## src/sv/fmd_pkg.sv

```systemverilog
// Shared types and constants for the framed message deframer.
// Holds the phase encoding, the register map, the configuration and result
// structs. Depends on nothing.
package fmd_pkg;

   // Largest payload length a frame may declare (buffer size less header)
   localparam int unsigned BUF_SIZE   = 512;
   localparam int unsigned MAX_LENGTH = BUF_SIZE - 8;

   localparam int unsigned BYTE_W   = 8;
   localparam int unsigned LENGTH_W = 16;
   localparam int unsigned DROP_W   = 32;
   localparam int unsigned CSR_AW   = 5;
   localparam int unsigned CSR_DW   = 32;
   localparam int unsigned CSR_IW   = 3;

   // Register indexes; byte address is four times the index
   typedef enum logic [CSR_IW-1:0] {
      REG_START_BYTE    = 3'd0,
      REG_END_BYTE      = 3'd1,
      REG_OWN_ADDRESS   = 3'd2,
      REG_SOURCE_CODE_A = 3'd3,
      REG_SOURCE_CODE_B = 3'd4,
      REG_SOURCE_CODE_C = 3'd5,
      REG_SOURCE_CODE_D = 3'd6,
      REG_SOURCE_CODE_E = 3'd7
   } reg_index_type;

   // Register reset values
   localparam logic [BYTE_W-1:0] RST_START_BYTE    = 8'd2;
   localparam logic [BYTE_W-1:0] RST_END_BYTE      = 8'd3;
   localparam logic [BYTE_W-1:0] RST_OWN_ADDRESS   = 8'd65;
   localparam logic [BYTE_W-1:0] RST_SOURCE_CODE_A = 8'd66;
   localparam logic [BYTE_W-1:0] RST_SOURCE_CODE_B = 8'd67;
   localparam logic [BYTE_W-1:0] RST_SOURCE_CODE_C = 8'd68;
   localparam logic [BYTE_W-1:0] RST_SOURCE_CODE_D = 8'd69;
   localparam logic [BYTE_W-1:0] RST_SOURCE_CODE_E = 8'd70;

   // Parser phases, one-hot
   typedef enum logic [8:0] {
      PH_IDLE   = 9'b000000001,
      PH_DEST   = 9'b000000010,
      PH_SRC    = 9'b000000100,
      PH_COUNT  = 9'b000001000,
      PH_LEN_HI = 9'b000010000,
      PH_LEN_LO = 9'b000100000,
      PH_DATA   = 9'b001000000,
      PH_SUM    = 9'b010000000,
      PH_END    = 9'b100000000
   } phase_type;

   // Configuration as seen by the parser
   typedef struct packed {
      logic [BYTE_W-1:0] start_byte;
      logic [BYTE_W-1:0] end_byte;
      logic [BYTE_W-1:0] own_address;
      logic [BYTE_W-1:0] source_code_a;
      logic [BYTE_W-1:0] source_code_b;
      logic [BYTE_W-1:0] source_code_c;
      logic [BYTE_W-1:0] source_code_d;
      logic [BYTE_W-1:0] source_code_e;
   } cfg_type;

   // One result word
   typedef struct packed {
      logic                message_done;
      logic                error_now;
      logic                payload_valid;
      logic [BYTE_W-1:0]   payload_byte;
      logic [LENGTH_W-1:0] payload_offset;
      logic [BYTE_W-1:0]   source_seen;
      logic [BYTE_W-1:0]   count_seen;
      logic [DROP_W-1:0]   drop_total;
   } result_type;

endpackage

```

## src/sv/fmd_if.sv

```systemverilog
// Valid/ready channel interfaces for received bytes and parse results.
// Depends on fmd_pkg.
interface fmd_req_if;
   logic                     valid;
   logic                     ready;
   logic [fmd_pkg::BYTE_W-1:0] rx_byte;

   modport source (output valid, output rx_byte, input ready);
   modport sink   (input valid, input rx_byte, output ready);
endinterface

interface fmd_rsp_if;
   logic                         valid;
   logic                         ready;
   logic                         message_done;
   logic                         error_now;
   logic                         payload_valid;
   logic [fmd_pkg::BYTE_W-1:0]   payload_byte;
   logic [fmd_pkg::LENGTH_W-1:0] payload_offset;
   logic [fmd_pkg::BYTE_W-1:0]   source_seen;
   logic [fmd_pkg::BYTE_W-1:0]   count_seen;
   logic [fmd_pkg::DROP_W-1:0]   drop_total;

   modport source (output valid, output message_done, output error_now,
                   output payload_valid, output payload_byte, output payload_offset,
                   output source_seen, output count_seen, output drop_total,
                   input ready);
   modport sink   (input valid, input message_done, input error_now,
                   input payload_valid, input payload_byte, input payload_offset,
                   input source_seen, input count_seen, input drop_total,
                   output ready);
endinterface

```

## src/sv/framed_message_deframer_unit.sv

```systemverilog
// Framed message deframer: byte-stream frame parser with additive checksum.
// Usage:
//   req_ch carries one received byte per word (valid/ready); rsp_ch returns
//   exactly one result word per accepted byte, in order: frame done, error,
//   payload byte with its offset, latched source and count, drop total.
//   The APB-style port (psel/penable/pwrite/paddr/pwdata/prdata/pready) holds
//   eight byte registers at byte addresses 0,4,..,28; write it only while idle.
// Timing:
//   A byte is parsed in the cycle it is accepted; its result is registered in
//   the result buffer and shows on rsp_ch once the words ahead of it are taken.
//   Throughput is one byte per cycle while the result buffer has space.
//   A two-entry result buffer lets req_ch keep accepting while one result
//   waits; req_ch.ready drops only when both entries are full, so a stalled
//   receiver backs up the sender after two words.
// Reset (synchronous, active high): parser returns to hunting for the start
//   byte, all counters and latched fields clear, registers take their
//   defaults, and the result buffer empties.
// Depends on fmd_pkg, fmd_if, fmd_csr, fmd_parser, fmd_out_buf.
module framed_message_deframer_unit (
   input  logic                       clock,
   input  logic                       reset,
   fmd_req_if.sink                    req_ch,
   fmd_rsp_if.source                  rsp_ch,
   input  logic                       psel,
   input  logic                       penable,
   input  logic                       pwrite,
   input  logic [fmd_pkg::CSR_AW-1:0] paddr,
   input  logic [fmd_pkg::CSR_DW-1:0] pwdata,
   output logic [fmd_pkg::CSR_DW-1:0] prdata,
   output logic                       pready
);
   import fmd_pkg::*;

   cfg_type    cfg;
   result_type parse_result;
   result_type out_result;
   logic       space;
   logic       accept;

   assign req_ch.ready = space;
   assign accept       = req_ch.valid && space;

   // Configuration registers
   fmd_csr u_csr (
      .clock   (clock),
      .reset   (reset),
      .psel    (psel),
      .penable (penable),
      .pwrite  (pwrite),
      .paddr   (paddr),
      .pwdata  (pwdata),
      .prdata  (prdata),
      .pready  (pready),
      .cfg     (cfg)
   );

   // Parse state machine
   fmd_parser u_parser (
      .clock   (clock),
      .reset   (reset),
      .cfg     (cfg),
      .accept  (accept),
      .rx_byte (req_ch.rx_byte),
      .result  (parse_result)
   );

   // Result register and skid slot
   fmd_out_buf u_out_buf (
      .clock     (clock),
      .reset     (reset),
      .push      (accept),
      .push_data (parse_result),
      .space     (space),
      .out_valid (rsp_ch.valid),
      .out_ready (rsp_ch.ready),
      .out_data  (out_result)
   );

   // Drive the result channel fields
   assign rsp_ch.message_done   = out_result.message_done;
   assign rsp_ch.error_now      = out_result.error_now;
   assign rsp_ch.payload_valid  = out_result.payload_valid;
   assign rsp_ch.payload_byte   = out_result.payload_byte;
   assign rsp_ch.payload_offset = out_result.payload_offset;
   assign rsp_ch.source_seen    = out_result.source_seen;
   assign rsp_ch.count_seen     = out_result.count_seen;
   assign rsp_ch.drop_total     = out_result.drop_total;

endmodule

```

## src/sv/fmd_csr.sv

```systemverilog
// APB-style register file holding the framing bytes, address and source codes.
// Depends on fmd_pkg.
module fmd_csr (
   input  logic                        clock,
   input  logic                        reset,
   input  logic                        psel,
   input  logic                        penable,
   input  logic                        pwrite,
   input  logic [fmd_pkg::CSR_AW-1:0]  paddr,
   input  logic [fmd_pkg::CSR_DW-1:0]  pwdata,
   output logic [fmd_pkg::CSR_DW-1:0]  prdata,
   output logic                        pready,
   output fmd_pkg::cfg_type            cfg
);
   import fmd_pkg::*;

   cfg_type       cfg_ff;
   cfg_type       cfg_in;
   reg_index_type index;
   logic          write_en;
   logic [BYTE_W-1:0] read_byte;

   assign pready   = 1'b1;
   assign index    = reg_index_type'(paddr[CSR_AW-1:2]);
   assign write_en = psel && penable && pwrite && pready;

   // Decode a write into the addressed byte
   always_comb begin
      cfg_in = cfg_ff;
      if (write_en) begin
         case (index)
            REG_START_BYTE:    cfg_in.start_byte    = pwdata[BYTE_W-1:0];
            REG_END_BYTE:      cfg_in.end_byte      = pwdata[BYTE_W-1:0];
            REG_OWN_ADDRESS:   cfg_in.own_address   = pwdata[BYTE_W-1:0];
            REG_SOURCE_CODE_A: cfg_in.source_code_a = pwdata[BYTE_W-1:0];
            REG_SOURCE_CODE_B: cfg_in.source_code_b = pwdata[BYTE_W-1:0];
            REG_SOURCE_CODE_C: cfg_in.source_code_c = pwdata[BYTE_W-1:0];
            REG_SOURCE_CODE_D: cfg_in.source_code_d = pwdata[BYTE_W-1:0];
            REG_SOURCE_CODE_E: cfg_in.source_code_e = pwdata[BYTE_W-1:0];
            default:           cfg_in = cfg_ff;
         endcase
      end
   end

   always_ff @(posedge clock) begin
      if (reset) begin
         cfg_ff.start_byte    <= RST_START_BYTE;
         cfg_ff.end_byte      <= RST_END_BYTE;
         cfg_ff.own_address   <= RST_OWN_ADDRESS;
         cfg_ff.source_code_a <= RST_SOURCE_CODE_A;
         cfg_ff.source_code_b <= RST_SOURCE_CODE_B;
         cfg_ff.source_code_c <= RST_SOURCE_CODE_C;
         cfg_ff.source_code_d <= RST_SOURCE_CODE_D;
         cfg_ff.source_code_e <= RST_SOURCE_CODE_E;
      end else begin
         cfg_ff <= cfg_in;
      end
   end

   // Read back the addressed byte
   always_comb begin
      case (index)
         REG_START_BYTE:    read_byte = cfg_ff.start_byte;
         REG_END_BYTE:      read_byte = cfg_ff.end_byte;
         REG_OWN_ADDRESS:   read_byte = cfg_ff.own_address;
         REG_SOURCE_CODE_A: read_byte = cfg_ff.source_code_a;
         REG_SOURCE_CODE_B: read_byte = cfg_ff.source_code_b;
         REG_SOURCE_CODE_C: read_byte = cfg_ff.source_code_c;
         REG_SOURCE_CODE_D: read_byte = cfg_ff.source_code_d;
         REG_SOURCE_CODE_E: read_byte = cfg_ff.source_code_e;
         default:           read_byte = '0;
      endcase
   end

   assign prdata = {{(CSR_DW-BYTE_W){1'b0}}, read_byte};
   assign cfg    = cfg_ff;

endmodule

```

## src/sv/fmd_parser.sv

```systemverilog
// Frame parser state machine: consumes one accepted byte and forms its result.
// Depends on fmd_pkg.
module fmd_parser (
   input  logic                       clock,
   input  logic                       reset,
   input  fmd_pkg::cfg_type           cfg,
   input  logic                       accept,
   input  logic [fmd_pkg::BYTE_W-1:0] rx_byte,
   output fmd_pkg::result_type        result
);
   import fmd_pkg::*;

   phase_type           phase_ff,  phase_in;
   logic [LENGTH_W-1:0] pos_ff,    pos_in;
   logic [LENGTH_W-1:0] len_ff,    len_in;
   logic [BYTE_W-1:0]   sum_ff,    sum_in;
   logic                stop_ff,   stop_in;
   logic [BYTE_W-1:0]   src_ff,    src_in;
   logic [BYTE_W-1:0]   cnt_ff,    cnt_in;
   logic [DROP_W-1:0]   drop_ff,   drop_in;
   logic [LENGTH_W-1:0] pos_inc;
   logic [LENGTH_W-1:0] len_full;
   logic                src_match;

   assign pos_inc   = pos_ff + LENGTH_W'(1);
   assign len_full  = len_ff | {{(LENGTH_W-BYTE_W){1'b0}}, rx_byte};
   assign src_match = (rx_byte == cfg.source_code_a) || (rx_byte == cfg.source_code_b) ||
                      (rx_byte == cfg.source_code_c) || (rx_byte == cfg.source_code_d) ||
                      (rx_byte == cfg.source_code_e);

   // Next state and result for the byte at the input
   always_comb begin
      phase_in = phase_ff;
      pos_in   = pos_ff;
      len_in   = len_ff;
      sum_in   = sum_ff;
      stop_in  = stop_ff;
      src_in   = src_ff;
      cnt_in   = cnt_ff;
      drop_in  = drop_ff;
      result   = '0;
      case (phase_ff)
         PH_IDLE: begin
            pos_in  = '0;
            len_in  = '0;
            sum_in  = '0;
            stop_in = 1'b0;
            if (rx_byte == cfg.start_byte) phase_in = PH_DEST;
         end
         PH_DEST: begin
            if (rx_byte == cfg.own_address) begin
               phase_in = PH_SRC;
            end else begin
               phase_in = PH_IDLE;
               drop_in  = drop_ff + DROP_W'(1);
            end
         end
         PH_SRC: begin
            if (src_match) begin
               src_in   = rx_byte;
               phase_in = PH_COUNT;
            end else begin
               phase_in = PH_IDLE;
            end
         end
         PH_COUNT: begin
            cnt_in   = rx_byte;
            phase_in = PH_LEN_HI;
         end
         PH_LEN_HI: begin
            len_in   = {rx_byte, {(LENGTH_W-BYTE_W){1'b0}}};
            phase_in = PH_LEN_LO;
         end
         PH_LEN_LO: begin
            len_in = len_full;
            if (32'(len_full) > 32'(MAX_LENGTH)) begin
               result.error_now = 1'b1;
               phase_in         = PH_IDLE;
            end else begin
               phase_in = PH_DATA;
            end
         end
         PH_DATA: begin
            if (rx_byte == cfg.end_byte) begin
               // abort on end byte inside payload
               result.error_now = 1'b1;
               phase_in         = PH_IDLE;
            end else if (rx_byte == cfg.start_byte) begin
               // resync: restart at destination with a clean frame
               result.error_now = 1'b1;
               pos_in   = '0;
               len_in   = '0;
               sum_in   = '0;
               stop_in  = 1'b0;
               phase_in = PH_DEST;
            end else begin
               result.payload_valid  = 1'b1;
               result.payload_byte   = rx_byte;
               result.payload_offset = pos_ff;
               stop_in = stop_ff || (rx_byte == '0);
               if (!stop_in) sum_in = sum_ff + rx_byte;
               pos_in = pos_inc;
               if (pos_inc >= len_ff) begin
                  pos_in   = '0;
                  phase_in = PH_SUM;
               end
            end
         end
         PH_SUM: begin
            if (rx_byte != sum_ff) begin
               drop_in          = drop_ff + DROP_W'(1);
               result.error_now = 1'b1;
               phase_in         = PH_IDLE;
            end else begin
               phase_in = PH_END;
            end
         end
         PH_END: begin
            phase_in = PH_IDLE;
            if (rx_byte == cfg.end_byte) result.message_done = 1'b1;
            else                         result.error_now    = 1'b1;
         end
         default: begin
            phase_in = PH_IDLE;
         end
      endcase
      result.source_seen = src_in;
      result.count_seen  = cnt_in;
      result.drop_total  = drop_in;
   end

   // Advance the parse state on each accepted word
   always_ff @(posedge clock) begin
      if (reset) begin
         phase_ff <= PH_IDLE;
         pos_ff   <= '0;
         len_ff   <= '0;
         sum_ff   <= '0;
         stop_ff  <= 1'b0;
         src_ff   <= '0;
         cnt_ff   <= '0;
         drop_ff  <= '0;
      end else if (accept) begin
         phase_ff <= phase_in;
         pos_ff   <= pos_in;
         len_ff   <= len_in;
         sum_ff   <= sum_in;
         stop_ff  <= stop_in;
         src_ff   <= src_in;
         cnt_ff   <= cnt_in;
         drop_ff  <= drop_in;
      end
   end

endmodule

```

## src/sv/fmd_out_buf.sv

```systemverilog
// Two-entry result register with skid slot, decoupling input from output stalls.
// Depends on fmd_pkg.
module fmd_out_buf (
   input  logic                clock,
   input  logic                reset,
   input  logic                push,
   input  fmd_pkg::result_type push_data,
   output logic                space,
   output logic                out_valid,
   input  logic                out_ready,
   output fmd_pkg::result_type out_data
);
   import fmd_pkg::*;

   result_type head_ff, head_in;
   result_type skid_ff, skid_in;
   logic [1:0] fill_ff, fill_in;
   logic       pop;

   assign out_valid = (fill_ff != 2'd0);
   assign out_data  = head_ff;
   assign space     = (fill_ff != 2'd2);
   assign pop       = out_valid && out_ready;

   // Shift the skid word forward on a pop, land a new word behind the rest
   always_comb begin
      head_in = head_ff;
      skid_in = skid_ff;
      fill_in = fill_ff;
      case ({push, pop})
         2'b10: begin
            if (fill_ff == 2'd0) head_in = push_data;
            else                 skid_in = push_data;
            fill_in = fill_ff + 2'd1;
         end
         2'b01: begin
            head_in = skid_ff;
            fill_in = fill_ff - 2'd1;
         end
         2'b11: begin
            if (fill_ff == 2'd1) begin
               head_in = push_data;
            end else begin
               head_in = skid_ff;
               skid_in = push_data;
            end
         end
         default: begin
            fill_in = fill_ff;
         end
      endcase
   end

   always_ff @(posedge clock) begin
      if (reset) begin
         fill_ff <= 2'd0;
      end else begin
         fill_ff <= fill_in;
      end
   end

   always_ff @(posedge clock) begin
      head_ff <= head_in;
      skid_ff <= skid_in;
   end

endmodule
```

## src/flat_wrapper.sv

```systemverilog
// flat-port wrapper written by rule: the top's interface ports become plain ports
module framed_message_deframer_unit_flat import fmd_pkg::*;
  (clock, reset, psel, penable, pwrite, paddr, pwdata, prdata, pready, req_ch_valid, req_ch_rx_byte, req_ch_ready, rsp_ch_valid, rsp_ch_message_done, rsp_ch_error_now, rsp_ch_payload_valid, rsp_ch_payload_byte, rsp_ch_payload_offset, rsp_ch_source_seen, rsp_ch_count_seen, rsp_ch_drop_total, rsp_ch_ready);
  fmd_req_if req_ch_i ();
  fmd_rsp_if rsp_ch_i ();
  input  logic clock;
  input  logic reset;
  input  logic psel;
  input  logic penable;
  input  logic pwrite;
  input  logic [fmd_pkg::CSR_AW-1:0] paddr;
  input  logic [fmd_pkg::CSR_DW-1:0] pwdata;
  output logic [fmd_pkg::CSR_DW-1:0] prdata;
  output logic pready;
  input wire logic [$bits(req_ch_i.valid)-1:0] req_ch_valid;
  input wire logic [$bits(req_ch_i.rx_byte)-1:0] req_ch_rx_byte;
  output wire logic [$bits(req_ch_i.ready)-1:0] req_ch_ready;
  output wire logic [$bits(rsp_ch_i.valid)-1:0] rsp_ch_valid;
  output wire logic [$bits(rsp_ch_i.message_done)-1:0] rsp_ch_message_done;
  output wire logic [$bits(rsp_ch_i.error_now)-1:0] rsp_ch_error_now;
  output wire logic [$bits(rsp_ch_i.payload_valid)-1:0] rsp_ch_payload_valid;
  output wire logic [$bits(rsp_ch_i.payload_byte)-1:0] rsp_ch_payload_byte;
  output wire logic [$bits(rsp_ch_i.payload_offset)-1:0] rsp_ch_payload_offset;
  output wire logic [$bits(rsp_ch_i.source_seen)-1:0] rsp_ch_source_seen;
  output wire logic [$bits(rsp_ch_i.count_seen)-1:0] rsp_ch_count_seen;
  output wire logic [$bits(rsp_ch_i.drop_total)-1:0] rsp_ch_drop_total;
  input wire logic [$bits(rsp_ch_i.ready)-1:0] rsp_ch_ready;
  assign req_ch_i.valid = req_ch_valid;
  assign req_ch_i.rx_byte = req_ch_rx_byte;
  assign req_ch_ready = req_ch_i.ready;
  assign rsp_ch_valid = rsp_ch_i.valid;
  assign rsp_ch_message_done = rsp_ch_i.message_done;
  assign rsp_ch_error_now = rsp_ch_i.error_now;
  assign rsp_ch_payload_valid = rsp_ch_i.payload_valid;
  assign rsp_ch_payload_byte = rsp_ch_i.payload_byte;
  assign rsp_ch_payload_offset = rsp_ch_i.payload_offset;
  assign rsp_ch_source_seen = rsp_ch_i.source_seen;
  assign rsp_ch_count_seen = rsp_ch_i.count_seen;
  assign rsp_ch_drop_total = rsp_ch_i.drop_total;
  assign rsp_ch_i.ready = rsp_ch_ready;
  framed_message_deframer_unit u_core (.clock(clock), .reset(reset), .req_ch(req_ch_i), .rsp_ch(rsp_ch_i), .psel(psel), .penable(penable), .pwrite(pwrite), .paddr(paddr), .pwdata(pwdata), .prdata(prdata), .pready(pready));
endmodule
```

## config.mk

```make
export PLATFORM = sky130hd
export DESIGN_NAME = framed_message_deframer_unit_flat
export DESIGN_NICKNAME = d
export VERILOG_FILES = /design/src/sv/fmd_pkg.sv /design/src/sv/fmd_if.sv /design/src/sv/framed_message_deframer_unit.sv /design/src/sv/fmd_csr.sv /design/src/sv/fmd_parser.sv /design/src/sv/fmd_out_buf.sv /design/src/flat_wrapper.sv
export SDC_FILE = /design/constraint.sdc
export NUM_CORES = 1
export LEC_CHECK = 0
export BUFFER_PORTS_ARGS = -buffer_cell sky130_fd_sc_hd__buf_2
export CAP_MARGIN = 5
export CORE_MARGIN = 1.5
export CORE_UTILIZATION = 46
export CTS_CLUSTER_DIAMETER = 50
export CTS_CLUSTER_SIZE = 24
export DETAILED_ROUTE_END_ITERATION = 7
export PLACE_DENSITY = 0.67
export SYNTH_ARGS = -nofsm -noshare
export SYNTH_HDL_FRONTEND = slang
export SYNTH_SLANG_ARGS = --single-unit
```

## constraint.sdc

```tcl
create_clock -name clock -period 7.05 [get_ports clock]
set_input_delay 1.41 -clock clock [delete_from_list [all_inputs] [get_ports clock]]
set_output_delay 1.41 -clock clock [all_outputs]
set_load 0.01 [all_outputs]
```

# After elaboration in Yosys (flattened, before gate mapping)
# Cells that the tools add are included.
dict set report word_totals {
  reg_bits 314
  out_inout_bits 110
  wordCells 159
}
dict set report classes {
  n_bitwise 1
  order_cmp 2
  n_mux 48
  eq_ne 38
  add_sub_neg 5
  reduce_logical 32
}
# operator count
set ops {}
lappend ops {{two-way mux 75 bit} 4}
lappend ops {{one-hot mux 75 bit (3 select lines)} 1}
lappend ops {{one-hot mux 75 bit (2 select lines)} 1}
lappend ops {{two-way mux 16 bit} 5}
lappend ops {{two-way mux 25 bit} 3}
lappend ops {{one-hot mux 9 bit (8 select lines)} 1}
lappend ops {{equality test 8 bit} 8}
lappend ops {{two-way mux 32 bit} 2}
lappend ops {{one-hot mux 16 bit (4 select lines)} 1}
lappend ops {{one-hot mux 32 bit (2 select lines)} 1}
lappend ops {{one-hot mux 8 bit (8 select lines)} 1}
lappend ops {{two-way mux 8 bit} 6}
lappend ops {{two-way mux 9 bit} 5}
lappend ops {{adder 32 x 1 -> 32 bit, second input constant} 1}
lappend ops {{one-hot mux 16 bit (2 select lines)} 1}
lappend ops {{AND reduction 2 bit} 9}
lappend ops {{adder 16 x 1 -> 16 bit, second input constant} 1}
lappend ops {{greater-or-equal comparator 16 bit} 1}
lappend ops {{> comparator 16 x 9 -> 1 bit, second input constant} 1}
lappend ops {{bitwise OR 16 x 8 -> 16 bit} 1}
lappend ops {{one-hot mux 8 bit (2 select lines)} 1}
lappend ops {{inequality test 2 bit, second input constant} 7}
lappend ops {{equality test 3 bit, second input constant} 4}
lappend ops {{equality test 9 x 1 -> 1 bit, second input constant} 1}
lappend ops {{35 further kinds} 59}

# Longest topological paths before layout
# Gate-level depths: netlist of the first run.
dict set report logic_depth {
  ltp_word 9
  depth_mapped 15
  depth_no_buf 14
}

# Hierarchy
# From an unflattened synthesis of the first run, not the netlist that was laid out.
dict set report hier_totals {
  hier_cells 1800
  hier_area_um2 17928.4
}
# mod area_each_um2 instances cells_per_inst
set modules_own_cells {}
lappend modules_own_cells {fmd_out_buf 7365.8 1 515}
lappend modules_own_cells {fmd_parser 7329.5 1 881}
lappend modules_own_cells {fmd_csr 3226.8 1 403}
lappend modules_own_cells {framed_message_deframer_unit 6.3 1 1}

# Worst setup path after synthesis of the first run
# Ideal clock, no wire load.
dict set report synth_timing {
  kind {input-to-reg}
  startpoint {input req_ch_valid}
  endpoint {register u_core.u_out_buf.head_ff, in the netlist u_core.u_out_buf.out_data[0], enable pin}
  setup_slack_ps -580
  setup_time_ps 612
  arrival_ps 7018
  cell_stages 3
  t_required_ps 6438
  cell_sequence {nand2_1 -> clkbuf_1 -> o21ai_0}
}
dict set report synth_between {
  elab_chain_len 4
  elab_cells_between_ends 7
  cone_classes {eq/ne: 4; reduce/logical: 3}
}
# item line
set synth_lines {}
lappend synth_lines {{start, declared} flat_wrapper.sv:15} ;# input wire logic [$bits(req_ch_i.valid)-1:0] req_ch_valid;
lappend synth_lines {{logical AND 1 bit (*)} framed_message_deframer_unit.sv:41} ;# assign accept = req_ch.valid && space;
lappend synth_lines {{equality test 2 bit / equality test 2 x 1 -> 1 bit (equally long branches)} fmd_out_buf.sv:30} ;# case ({push, pop})
lappend synth_lines {{inequality test 2 bit (no source line) / nonzero test 3 bit (equally long branches)} --}
lappend synth_lines {{AND reduction 2 bit (no source line) (*)} --}
lappend synth_lines {{end signal, assigned} fmd_out_buf.sv:63} ;# head_ff <= head_in;
lappend synth_lines {{end, declared} fmd_out_buf.sv:15} ;# result_type head_ff, head_in;
# Every way passes the cells marked *; elsewhere a longest branch is shown, timed or not.
# A chain may end at the register's enable or synchronous reset.

# Worst setup path in the final report of the first run
dict set report layout_timing {
  startpoint {input paddr[3] (netlist bit)}
  endpoint {output prdata[5] (netlist bit)}
}
dict set report layout_between {
  elab_chain_len 2
  elab_cells_between_ends 9
  cone_classes {eq/ne: 7; mux: 1; reduce/logical: 1}
}
# item line
set layout_lines {}
lappend layout_lines {{start, declared} flat_wrapper.sv:11} ;# input logic [fmd_pkg::CSR_AW-1:0] paddr;
lappend layout_lines {{equality test 3 bit (tied with other cells)} fmd_csr.sv:62} ;# case (index)
lappend layout_lines {{one-hot mux 8 bit (8 select lines) (*)} fmd_csr.sv:62}
lappend layout_lines {{end, declared} flat_wrapper.sv:13} ;# output logic [fmd_pkg::CSR_DW-1:0] prdata;
# Marked as above.

==> results of run 1 <==
## kinds of logic after synthesis
family / Yosys count
AO/OA/AOI/OAI: 230
XOR/XNOR: 141
adder cells (fa/ha/maj): 32
buffers and inverters: 199
flip-flops: 314
multiplexers: 108
other: 2
AND/OR/NAND/NOR: 516
## routing by layer
layer	global-route usage, %	share of wire, %
met1	28.08	47
met2	31.17	46
met3	2.351	5.4
met4	4.503	1.9
met5	0	0
## area by class of cell
type / instances / area [um^2]
fillers: 2947 / 15510
flip-flops and latches: 314 / 7787
multi-input cells: 1052 / 6949
clock buffers: 36 / 825.8
repair buffers: 120 / 628.1
well taps: 442 / 553.0
inverters: 87 / 326.6
clock inverters: 20 / 200.2
## registers in the layout (all words and copies together), names as in the netlist
register                   count
u_core.u_csr.cfg              64
u_core.u_out_buf.fill_ff       2
u_core.u_out_buf.out_data     75
u_core.u_out_buf.skid_ff      75
u_core.u_parser.cnt_ff         8
u_core.u_parser.drop_ff       32
u_core.u_parser.len_ff        16
u_core.u_parser.phase_ff       9
u_core.u_parser.pos_ff        16
u_core.u_parser.src_ff         8
u_core.u_parser.stop_ff        1
u_core.u_parser.sum_ff         8
## tightest hold or removal path: cells and delay by family, from the launching register on
kind | cells | cell delay (ps)
compound gates | 1 | 60
buf+inv | 1 | 60
flops | 1 | 300
## where the power goes
part | internal, mW | switching, mW | leakage (nW)
logic | 0.255 | 0.585 | 3.33
registers | 2.39 | 0.102 | 2.82
clock network | 0.871 | 0.761 | 0.506
## synth_stat cells, types with 12 or more instances
library cell and n:
and3_1 17, dfxtp_1 164, nor3_1 23, nand2_1 141
clkbuf_1 57, buf_2 15, mux2i_1 98, a211oi_1 12
buf_4 25, a22o_1 42, and2_1 31, nand4_1 27
o21ai_0 85, xor2_1 53, ha_1 31, xnor2_1 88
nand3_1 48, a21oi_1 37, nor2_1 154, edfxtp_1 150
inv_1 86, buf_1 14, nor4_1 17
## placed cells by master (no fill, tap or decap), types with 4 or more instances in the layout
cell / n
clkinv_4: 6
edfxtp_1: 150
mux2_2: 5
xor2_1: 53
buf_4: 11
nor2b_1: 6
o22ai_1: 9
a2bb2oi_1: 5
and4_1: 5
or3_1: 6
o31ai_1: 6
and2_1: 31
a22o_1: 42
o21ai_1: 4
clkinv_8: 4
nand2_1: 141
conb_1: 25
mux4_2: 5
nand3_1: 48
nor3b_1: 4
clkbuf_16: 32
and3_1: 17
o21ai_0: 84
a21oi_1: 35
mux2i_1: 98
nand2b_1: 11
buf_2: 109
nor3_1: 22
ha_1: 31
o2bb2a_1: 4
a21o_1: 5
dfxtp_1: 164
nor2_1: 153
or4_1: 6
xnor2_1: 88
inv_1: 86
nand4_1: 27
nor4_1: 17
a211oi_1: 12
## final timing paths
kind                                               start                                       end  slack [ps]  cells past startpoint
setup / recovery                                paddr[3]                                 prdata[5]        2250                      8
setup reg to reg  u_core.u_parser.pos_ff[0]$_SDFFE_PP0P_  u_core.u_parser.phase_ff[1]$_SDFFE_PP0P_        2890                     14
hold reg to reg     u_core.u_parser.stop_ff$_SDFFE_PP0P_      u_core.u_parser.stop_ff$_SDFFE_PP0P_         470                      2
hold / removal      u_core.u_parser.stop_ff$_SDFFE_PP0P_      u_core.u_parser.stop_ff$_SDFFE_PP0P_         470                      2
## per-stage QoR
stage / util, % / instances / area, um^2
floorplan: - / 1565 / 15550
global placement: 49.55 / 2015 / 16240
detailed placement: 49.55 / 2015 / 16240
CTS: 52.68 / 2071 / 17270
global route: 52.68 / 2071 / 17270
finish: 52.68 / 2071 / 17270
==> results by group, run 1 <==
Outcome
  – Status: completed

Floorplan
  – I/O pin total: 162
  – Row count: 66
  – Starting Density: 47.17%
  – Core ar.: 0.03278 mm^2
  – Die H: 186.4 um
  – DIE WIDTH: 186.4 um
  – Die ar.: 0.03473 mm^2

Synth
  – Yosys cell types: 64
  – Yosys top cell area share: 29.13%
  – Ys Warns: 0
  – Cell Area, Synth: 0.01546 mm^2
  – Leading area contributor after synthesis: edfxtp_1
  – Number of synthesized flops with an enable pin: 150
  – Proportion of synthesized area in mux cells: 7.435%
  – Sequential area share after synthesis: 50.36%
  – Largest family of logic cells by synthesized area: simple AND/OR/NAND/NOR gates
  – Ys async rst share: 0%
  – Top cells by area, synth: edfxtp_1 29%, dfxtp_1 21%, mux2i_1 6.3%
  – Post-synthesis xor/xnor area fraction: 7.985%
  – Main synth FF type: dfxtp_1
  – Avg Inst Size Synth: 10.03 um^2
  – Synth Area in Compound Gates: 9.693%
  – #FFs+latches synth: 314
  – Simple-gate portion of the synthesized area: 16.24%
  – Mapped Cells: 1542
  – Adder-Cell Fraction of Synth Area: 2.638%

Drt
  – Final ANT Viol Nets: 0
  – DR DRC count: 0
  – Via count: 11080
  – Drt pass-1 iters: 5
  – Final WL: 34790 um
  – Initial DRC count: 817
  – Routed WL per cell: 16.80 um
  – Post-DR vias/cell: 5.349

Job
  – Max_cap viols: 0

Clock network
  – CTS resizes: 0
  – Longest Clk Path Bufs: 3
  – Number of setup buffers added after CTS: 0
  – Root buffer cell: clkbuf_16
  – CTS sink cnt: 314
  – Hold_buf cts: 0
  – CTS tree: done
  – H-tree depth: 1
  – Clk_lat worst skew: 570 ps
  – Clock transition at the registers of the reported paths: 70 ps
  – Number of buffers created by CTS: 30

Finish
  – Layout Area Growth over Synthesis: 11.67%
  – Share of layout cells above drive strength 1: 12.34%
  – Nets@finish: 1689
  – Ant diodes: 0

Placed design
  – Setup WS pre-CTS: 2135 ps
  – GP Congestion: 0.8606
  – IO Port Bufs: 110
  – Final HPWL from detailed placement: 23210 um

Global routing
  – Largest net degree at the start of global routing: 76
  – GR Util All Layers: 19.44%
  – First-pass GRT wire length: 55700 um
  – GRT overflow: 0
  – Initial antenna violation count: 0
  – Number of global-route vias before repair: 10310

Setup path
  – Crit-path leading delay family: buffers and inverters
  – CP arrival: 3390 ps
  – Crit-path slowest cell: clkinv_1
  – Slowest stage delay, CP: 520 ps
  – Crit path cell chain: buf_2 -> clkinv_1 -> nor2_1 -> a22o_1 -> a32o_1 -> o22ai_1 -> o21ai_0 -> buf_2
  – Worst Setup End Kind: output port
  – Type of element launching the critical path: input port
  – Crit path max fanout: 18
  – Most frequent CP cell: buf_2
  – CP bufs+invs: 3
  – Setup CP Type: input port to output port
  – WP data required: 5640 ps

STA
  – Final slew viol count: 0
  – Min cycle time layout: 4804 ps
  – Slew HR: 23.87%
  – Hold WS: 474.3 ps
  – Count of final hold-check violations: 0
  – Fmax: 0.2082 GHz
  – Worst-Margin Slew: 1142 ps
  – Final Skew: 21.19 ps
  – Tcrit/Tclk final: 68.14%
  – Final TNS setup: 0 ps
  – Min setup slack post-route: 2246 ps
  – RSZ-0062 raised after global routing: false
  – Final setup viols: 0

Power and ir drop
  – Pleak: 6.651 nW
  – Power Total: 4.961 mW
  – Pwr/cell area: 287.3 mW/mm^2
  – VDD IR max: 219.8 uV

Hold path
  – Worst Hold Class: flop to flop
(Power assumes the default switching activity.)
==> run 2: changes to the inputs <==
==> constraint.sdc (replaced) <==
create_clock -name clock -period 3.9 [get_ports clock]
set_input_delay 0.78 -clock clock [delete_from_list [all_inputs] [get_ports clock]]
set_output_delay 0.78 -clock clock [all_outputs]
set_load 0.01 [all_outputs]
==> run 2 against run 1 <==
Routed wire length grew 2.6%. Clock skew grew 10 ps. Critical path depth grew 8. Final cell count grew 2.1%. Sequential power grew 81%. Worst hold slack lost 1.6 ps. Count of clock-buffer cells in the layout shrank 1. Sequential share of layout area shrank 1.1 points. Power grew 87%. Clock power grew 95%. Largest cell class unchanged. Critical path type is now flop to flop.
==> results by group, run 2 (synthesis results as in run 1) <==
Power and ir drop
  – Pwr/cell area: 524.5 mW/mm^2 (+83%)
  – Power Total: 9.284 mW (+87%)
  – Pleak: 6.909 nW (+3.9%)
  – VDD IR max: 508.9 uV (+130%)

Drt
  – Final WL: 35700 um (+2.6%)
  – DR DRC count: 0 (unchanged)
  – Drt pass-1 iters: 5 (unchanged)
  – Post-DR vias/cell: 5.353 (about the same)
  – Via count: 11320 (+2.1%)
  – Initial DRC count: 850 (+4.0%)
  – Final ANT Viol Nets: 0 (unchanged)
  – Routed WL per cell: 16.89 um (+0.53%)

Global routing
  – Largest net degree at the start of global routing: 76 (unchanged)
  – Number of global-route vias before repair: 10760 (+4.4%)
  – First-pass GRT wire length: 57130 um (+2.6%)
  – Initial antenna violation count: 0 (unchanged)
  – GR Util All Layers: 20.01% (+0.57 points)
  – GRT overflow: 0 (unchanged)

Outcome
  – Status: completed

Hold path
  – Hold worst-path end: u_core.u_parser.stop_ff$_SDFFE_PP0P_
  – Hold_sp: u_core.u_parser.stop_ff$_SDFFE_PP0P_
  – Hold Path Depth: 2 (unchanged)
  – Worst Hold Class: flop to flop

Floorplan
  – I/O pin total: 162 (unchanged)
  – Core ar.: 0.03278 mm^2 (unchanged)
  – Starting Density: 47.17% (unchanged)
  – Die ar.: 0.03473 mm^2 (unchanged)
  – Die H: 186.4 um (unchanged)
  – Row count: 66 (unchanged)
  – DIE WIDTH: 186.4 um (unchanged)

Clock network
  – Longest Clk Path Bufs: 3 (unchanged)
  – H-tree depth: 1 (unchanged)
  – Clock transition at the registers of the reported paths: 70 ps (about the same)
  – Root buffer cell: clkbuf_16
  – CTS sink cnt: 314 (unchanged)
  – CTS tree: done
  – Clk_lat worst skew: 580 ps (about the same)
  – Number of buffers created by CTS: 31 (+3.3%)
  – Hold_buf cts: 0 (unchanged)

STA
  – Final setup viols: 0 (unchanged)
  – Count of final hold-check violations: 0 (unchanged)
  – Final TNS setup: 0 ps (unchanged)
  – Slew HR: 32.39% (+8.5 points)
  – Fmax: 0.2783 GHz
  – Final Skew: 31.65 ps (+10.46 ps)
  – Tcrit/Tclk final: 92.13%
  – Final slew viol count: 0 (unchanged)
  – Min cycle time layout: 3593 ps
  – Min setup slack post-route: 307.0 ps (-1939 ps)
  – Worst-Margin Slew: 1006 ps (-136.3 ps)

Job
  – Max_cap viols: 0 (unchanged)

Setup path
  – Setup CP Type: flop to flop
  – R2R Path End: u_core.u_parser.phase_ff[8]$_SDFFE_PP0P_
  – R2r startpoint: u_core.u_parser.pos_ff[1]$_SDFFE_PP0P_
  – Crit path max fanout: 13 (-5)
  – Type of element launching the critical path: flop
  – WP data required: 4330 ps (-1310 ps)
  – CP arrival: 4020 ps (+630 ps)
  – Worst Setup End Kind: flop
  – Worst R2R Path Depth: 16 (+2)
  – R2R setup slack: 310 ps (-2580 ps)

Finish
  – Share of layout cells above drive strength 1: 14.89% (+2.6 points)
  – Reg area: 0.007789 mm^2 (about the same)
  – Most common cell after layout, fill and taps aside: dfxtp_1
  – Post-route cell area: 0.01770 mm^2 (+2.5%)
  – Most frequent cells in the layout: 163 x dfxtp_1, 152 x nor2_1, 150 x edfxtp_1
  – Area occupied by multi-input gates: 0.006967 mm^2 (+0.25%)
  – Fillcell total: 2897 (-1.7%)
  – Ant diodes: 0 (unchanged)
  – Final Non-Filler Cells: 2114 (+2.1%)
  – Layout Area Growth over Synthesis: 14.47%
  – Nets@finish: 1732 (+2.5%)

Placed design
  – GP Congestion: 0.8533 (-0.85%)
  – Placed cells: 2053 (+1.9%)
  – IO Port Bufs: 110 (unchanged)
  – Final HPWL from detailed placement: 24250 um (+4.5%)
  – Setup WS pre-CTS: 119.2 ps (-2016 ps)
  – Placed inst area: 0.01654 mm^2 (+1.8%)
## run 2: cell types whose count changed in the layout (fill, tap and decap cells not counted), sizes merged
cell	before	now
clkinv	13	5
inv	94	101
bufinv	0	2
clkinvlp	0	1
buf	120	162
clkbuf	36	35
## run 2: critical path: stages, from the launching register on
cell and delay (ps):
dfxtp_2 370, and3_1 180, and3_1 240, nand3_1 170, nor2_4 180, nand4_1 170, xnor2_2 190, ha_1 300
nand4_1 140, nor3_2 230, o2111ai_1 130, o211ai_1 380, buf_4 200, o21a_1 100, buf_4 200, mux2i_1 200
nor2_1 50
## run 2: what timing repair did
action,4_1_cts,5_1_grt
buffers inserted,0,4
resized for setup,0,6
setup endpoints to repair,0,25
## run 2: power by group
| group | total (mW) | internal, mW | switching, mW |
|---|---|---|---|
| logic | 1.60 | 0.515 | 1.09 |
| clock network | 3.18 | 1.73 | 1.44 |
| registers | 4.51 | 4.31 | 0.195 |
## run 2: routing by layer
metal,global-route usage (%),wire (um),vias to the layer above
met5,0,0,-
met4,5.003,590,0
met3,3.009,1951,48
met2,33.08,16830,285
met1,27.51,16340,5425
li1,-,-,5558
## run 2: metrics by stage
stage | util (%) | hold WS (ps)
2_1_floorplan | - | 439.9
6_report | 54.00 | 472.7
3_5_place_dp | 50.44 | 462.9
3_3_place_gp | 50.44 | 454.1
4_1_cts | 53.79 | 473.6
5_1_grt | 54.00 | 497.9
## run 2: final cells by class
| cell class | instances | area share (%) |
|---|---|---|
| multi-input cells | 1052 | 39.36 |
| clock buffers | 35 | 4.644 |
| flip-flops and latches | 314 | 44.00 |
| clock inverters | 22 | 1.562 |
| inverters | 87 | 1.845 |
| repair buffers | 162 | 5.471 |
| well taps | 442 | 3.124 |
## run 2: how the worst max path moves through the flow
stage,start,to,slack [ps],cells past startpoint
after floorplan,req_ch_valid,u_core.u_out_buf.skid_ff[0]$_DFFE_PP_,170,7
after global placement,u_core.u_parser.pos_ff[1]$_SDFFE_PP0P_,u_core.u_parser.pos_ff[3]$_SDFFE_PP0P_,270,13
after detailed placement,u_core.u_parser.pos_ff[1]$_SDFFE_PP0P_,u_core.u_parser.pos_ff[10]$_SDFFE_PP0P_,120,13
after CTS,u_core.u_parser.pos_ff[1]$_SDFFE_PP0P_,u_core.u_parser.pos_ff[10]$_SDFFE_PP0P_,9,13
after global routing,u_core.u_parser.pos_ff[0]$_SDFFE_PP0P_,u_core.u_parser.pos_ff[11]$_SDFFE_PP0P_,-1,15
final,u_core.u_parser.pos_ff[1]$_SDFFE_PP0P_,u_core.u_parser.phase_ff[8]$_SDFFE_PP0P_,310,16
==> run 3: changes to the inputs <==
--- a/config.mk
+++ b/config.mk
@@ -7,12 +7,14 @@
 export LEC_CHECK = 0
 export BUFFER_PORTS_ARGS = -buffer_cell sky130_fd_sc_hd__buf_2
 export CAP_MARGIN = 5
+export CELL_PAD_IN_SITES_DETAIL_PLACEMENT = 1
+export CELL_PAD_IN_SITES_GLOBAL_PLACEMENT = 1
 export CORE_MARGIN = 1.5
-export CORE_UTILIZATION = 46
+export CORE_UTILIZATION = 42
 export CTS_CLUSTER_DIAMETER = 50
 export CTS_CLUSTER_SIZE = 24
 export DETAILED_ROUTE_END_ITERATION = 7
-export PLACE_DENSITY = 0.67
+export PLACE_DENSITY_LB_ADDON = 0.1
 export SYNTH_ARGS = -nofsm -noshare
 export SYNTH_HDL_FRONTEND = slang
 export SYNTH_SLANG_ARGS = --single-unit
==> run 3 against run 2 <==
Final area increased by 1.3%. Critical path depth decreased by 3. Clock power increased by 11%. Die area increased by 9.4%. Worst hold slack improved by 5.1 ps. Critical path type unchanged. Final cell count increased by 2.0%. Critical endpoint is now u_core.u_parser.pos_ff[12]$_SDFFE_PP0P_. Largest cell class unchanged. Maximum frequency decreased by 0.36%. Via count increased by 2.8%. Core utilization decreased by 4.8 points.
==> results by group, run 3 (synthesis results as in run 1) <==
Outcome
  – Status: completed

Hold path
  – Worst Hold Class: flop to flop
  – Hold Path Depth: 2 (unchanged)

Clock network
  – Hold_buf cts: 0 (unchanged)
  – CTS tree: done
  – Root buffer cell: clkbuf_16
  – H-tree depth: 2 (+1)
  – Clk_lat worst skew: 540 ps (-40 ps)
  – Clock transition at the registers of the reported paths: 60 ps (about the same)
  – CTS sink cnt: 314 (unchanged)
  – Longest Clk Path Bufs: 3 (unchanged)
  – Number of buffers created by CTS: 38 (+23%)

Drt
  – Final WL: 42170 um (+18%)
  – DR DRC count: 0 (unchanged)
  – Drt pass-1 iters: 6 (+1)
  – Final ANT Viol Nets: 0 (unchanged)
  – Initial DRC count: 570 (-33%)
  – Post-DR vias/cell: 5.391 (+0.71%)
  – Via count: 11630 (+2.8%)
  – Routed WL per cell: 19.55 um (+16%)

Placed design
  – Final HPWL from detailed placement: 28810 um (+19%)
  – IO Port Bufs: 110 (unchanged)
  – GP Congestion: 0.8334 (-2.3%)
  – Setup WS pre-CTS: 180.7 ps (+61.47 ps)

Finish
  – Area occupied by multi-input gates: 0.006984 mm^2 (+0.25%)
  – Nets@finish: 1744 (+0.69%)
  – Fillcell total: 4043 (+40%)
  – Most common cell after layout, fill and taps aside: dfxtp_1
  – Reg area: 0.007787 mm^2 (about the same)
  – Layout Area Growth over Synthesis: 16.00%
  – Util after Layout: 49.24% (-4.8 points)
  – Most frequent cells in the layout: 164 x dfxtp_1, 151 x nor2_1, 150 x edfxtp_1
  – Share of layout cells above drive strength 1: 15.93% (+1.0 points)
  – Ant diodes: 0 (unchanged)

Power and ir drop
  – Power Total: 9.706 mW (+4.5%)
  – Sw frac: 29.85% (+0.49 points)
  – NetSw: 2.897 mW (+6.3%)
  – VDD IR max: 321.5 uV (-37%)
  – Pleak: 7.018 nW (+1.6%)
  – Pwr/cell area: 541.0 mW/mm^2 (+3.2%)
  – P_int: 6.809 mW (+3.8%)
  – Sequential share of power: 46.6% (-1.9 points)
  – Combinational group share of total power: 17.1% (about the same)
  – Clk pwr share: 36.4% (+2.2 points)

STA
  – RSZ-0062 raised after global routing: true
  – Count of final hold-check violations: 0 (unchanged)
  – Min setup slack post-route: 294.2 ps (-12.81 ps)
  – Tcrit/Tclk final: 92.46% (+0.33 points)
  – Slew HR: 18.70% (-14 points)
  – Final setup viols: 0 (unchanged)
  – Final slew viol count: 0 (unchanged)
  – Fmax: 0.2773 GHz (-0.36%)
  – Min cycle time layout: 3606 ps (+12.81 ps)
  – Final Skew: 17.83 ps (-13.82 ps)
  – Worst-Margin Slew: 1218 ps (+212.4 ps)

Floorplan
  – Die ar.: 0.03798 mm^2 (+9.4%)
  – Starting Density: 42.45% (-4.7 points)
  – DIE WIDTH: 194.9 um (+4.6%)
  – I/O pin total: 162 (unchanged)
  – Core ar.: 0.03643 mm^2 (+11%)
  – Die H: 194.9 um (+4.6%)
  – Row count: 70 (+6.1%)

Setup path
  – Type of element launching the critical path: flop
  – Worst Setup End Kind: flop
  – CP arrival: 4030 ps (about the same)
  – Setup CP Type: flop to flop
  – Crit path max fanout: 6 (-7)
  – WP data required: 4330 ps (about the same)
  – Worst R2R Path Depth: 13 (-3)

Job
  – Max_cap viols: 0 (unchanged)

Global routing
  – Number of global-route vias before repair: 11920 (+11%)
  – First-pass GRT wire length: 67030 um (+17%)
  – GRT overflow: 0 (unchanged)
  – Initial antenna violation count: 0 (unchanged)
  – Largest net degree at the start of global routing: 63 (-17%)
  – GR Util All Layers: 22.25% (+2.2 points)
run 3: changes by cell type in the layout (fill, tap and decap cells not counted), sizes merged:
cell	previous run	this run
buf	162	167
clkinvlp	1	6
inv	101	98
clkinv	5	8
bufinv	2	1
clkbuf	35	43
run 3: metrics by stage:
step                      hold slack (ps)  setup TNS [ps]  area (um^2)  std cells
after floorplan                     439.9               0        15570       1565
after global placement              457.0               0        16650       2088
after detailed placement            470.6               0        16650       2088
after CTS                           478.5               0        17900       2157
after global routing                511.3          -11.36        17940       2157
final                               477.8               0        17940       2157
run 3: what timing repair did:
action	CTS	global route
buffers inserted	0	0
setup endpoints to repair	0	17
gates resized for setup	0	7
run 3: final timing paths:
| path | slack, ps | startpoint | endpoint |
|---|---|---|---|
| min | 480 | u_core.u_parser.len_ff[10]$_SDFFE_PP0P_ | u_core.u_parser.len_ff[10]$_SDFFE_PP0P_ |
| max | 290 | u_core.u_parser.pos_ff[1]$_SDFFE_PP0P_ | u_core.u_parser.pos_ff[12]$_SDFFE_PP0P_ |
| min reg2reg | 480 | u_core.u_parser.len_ff[10]$_SDFFE_PP0P_ | u_core.u_parser.len_ff[10]$_SDFFE_PP0P_ |
| max reg2reg | 290 | u_core.u_parser.pos_ff[1]$_SDFFE_PP0P_ | u_core.u_parser.pos_ff[12]$_SDFFE_PP0P_ |
run 3: per-layer routing:
layer  GRT usage, %  part of all wire [%]  up-vias  routed length (um)
li1               -                     -     5585                   -
met1          29.18                    46     5795               19440
met2          38.41                    49      182               20640
met3          2.898                   2.8       66                1162
met4          6.345                   2.2        0                 926
met5              0                     0        -                   0
run 3: power groups by stage:
stage | Sequential, mW | Combinational, mW | Clock, mW
floorplan | 4.77 | 0.734 | 0
finish | 4.52 | 1.66 | 3.53
detailed placement | 4.60 | 1.68 | 0
CTS | 4.53 | 1.69 | 3.62
global placement | 4.56 | 1.64 | 0
global route | 4.59 | 1.80 | 3.74
run 3: final cells by class:
cell class	instances	area share [%]
Clock buffer	43	5.600
Tap cell	468	3.264
Inverter	87	1.820
Clock inverter	26	1.367
Sequential cell	314	43.41
Multi-Input combinational cell	1052	38.93
Timing Repair Buffer	167	5.607
run 3: critical path, stage by stage (launching register included):
cell,delay [ps]
dfxtp_1,410
and3_1,200
and3_1,200
nand3_1,120
nor2_2,220
nand2_1,140
xnor2_1,260
ha_1,300
a21oi_1,130
o21ai_0,90
a221oi_1,320
o211ai_1,260
or4b_4,590
o31ai_1,260
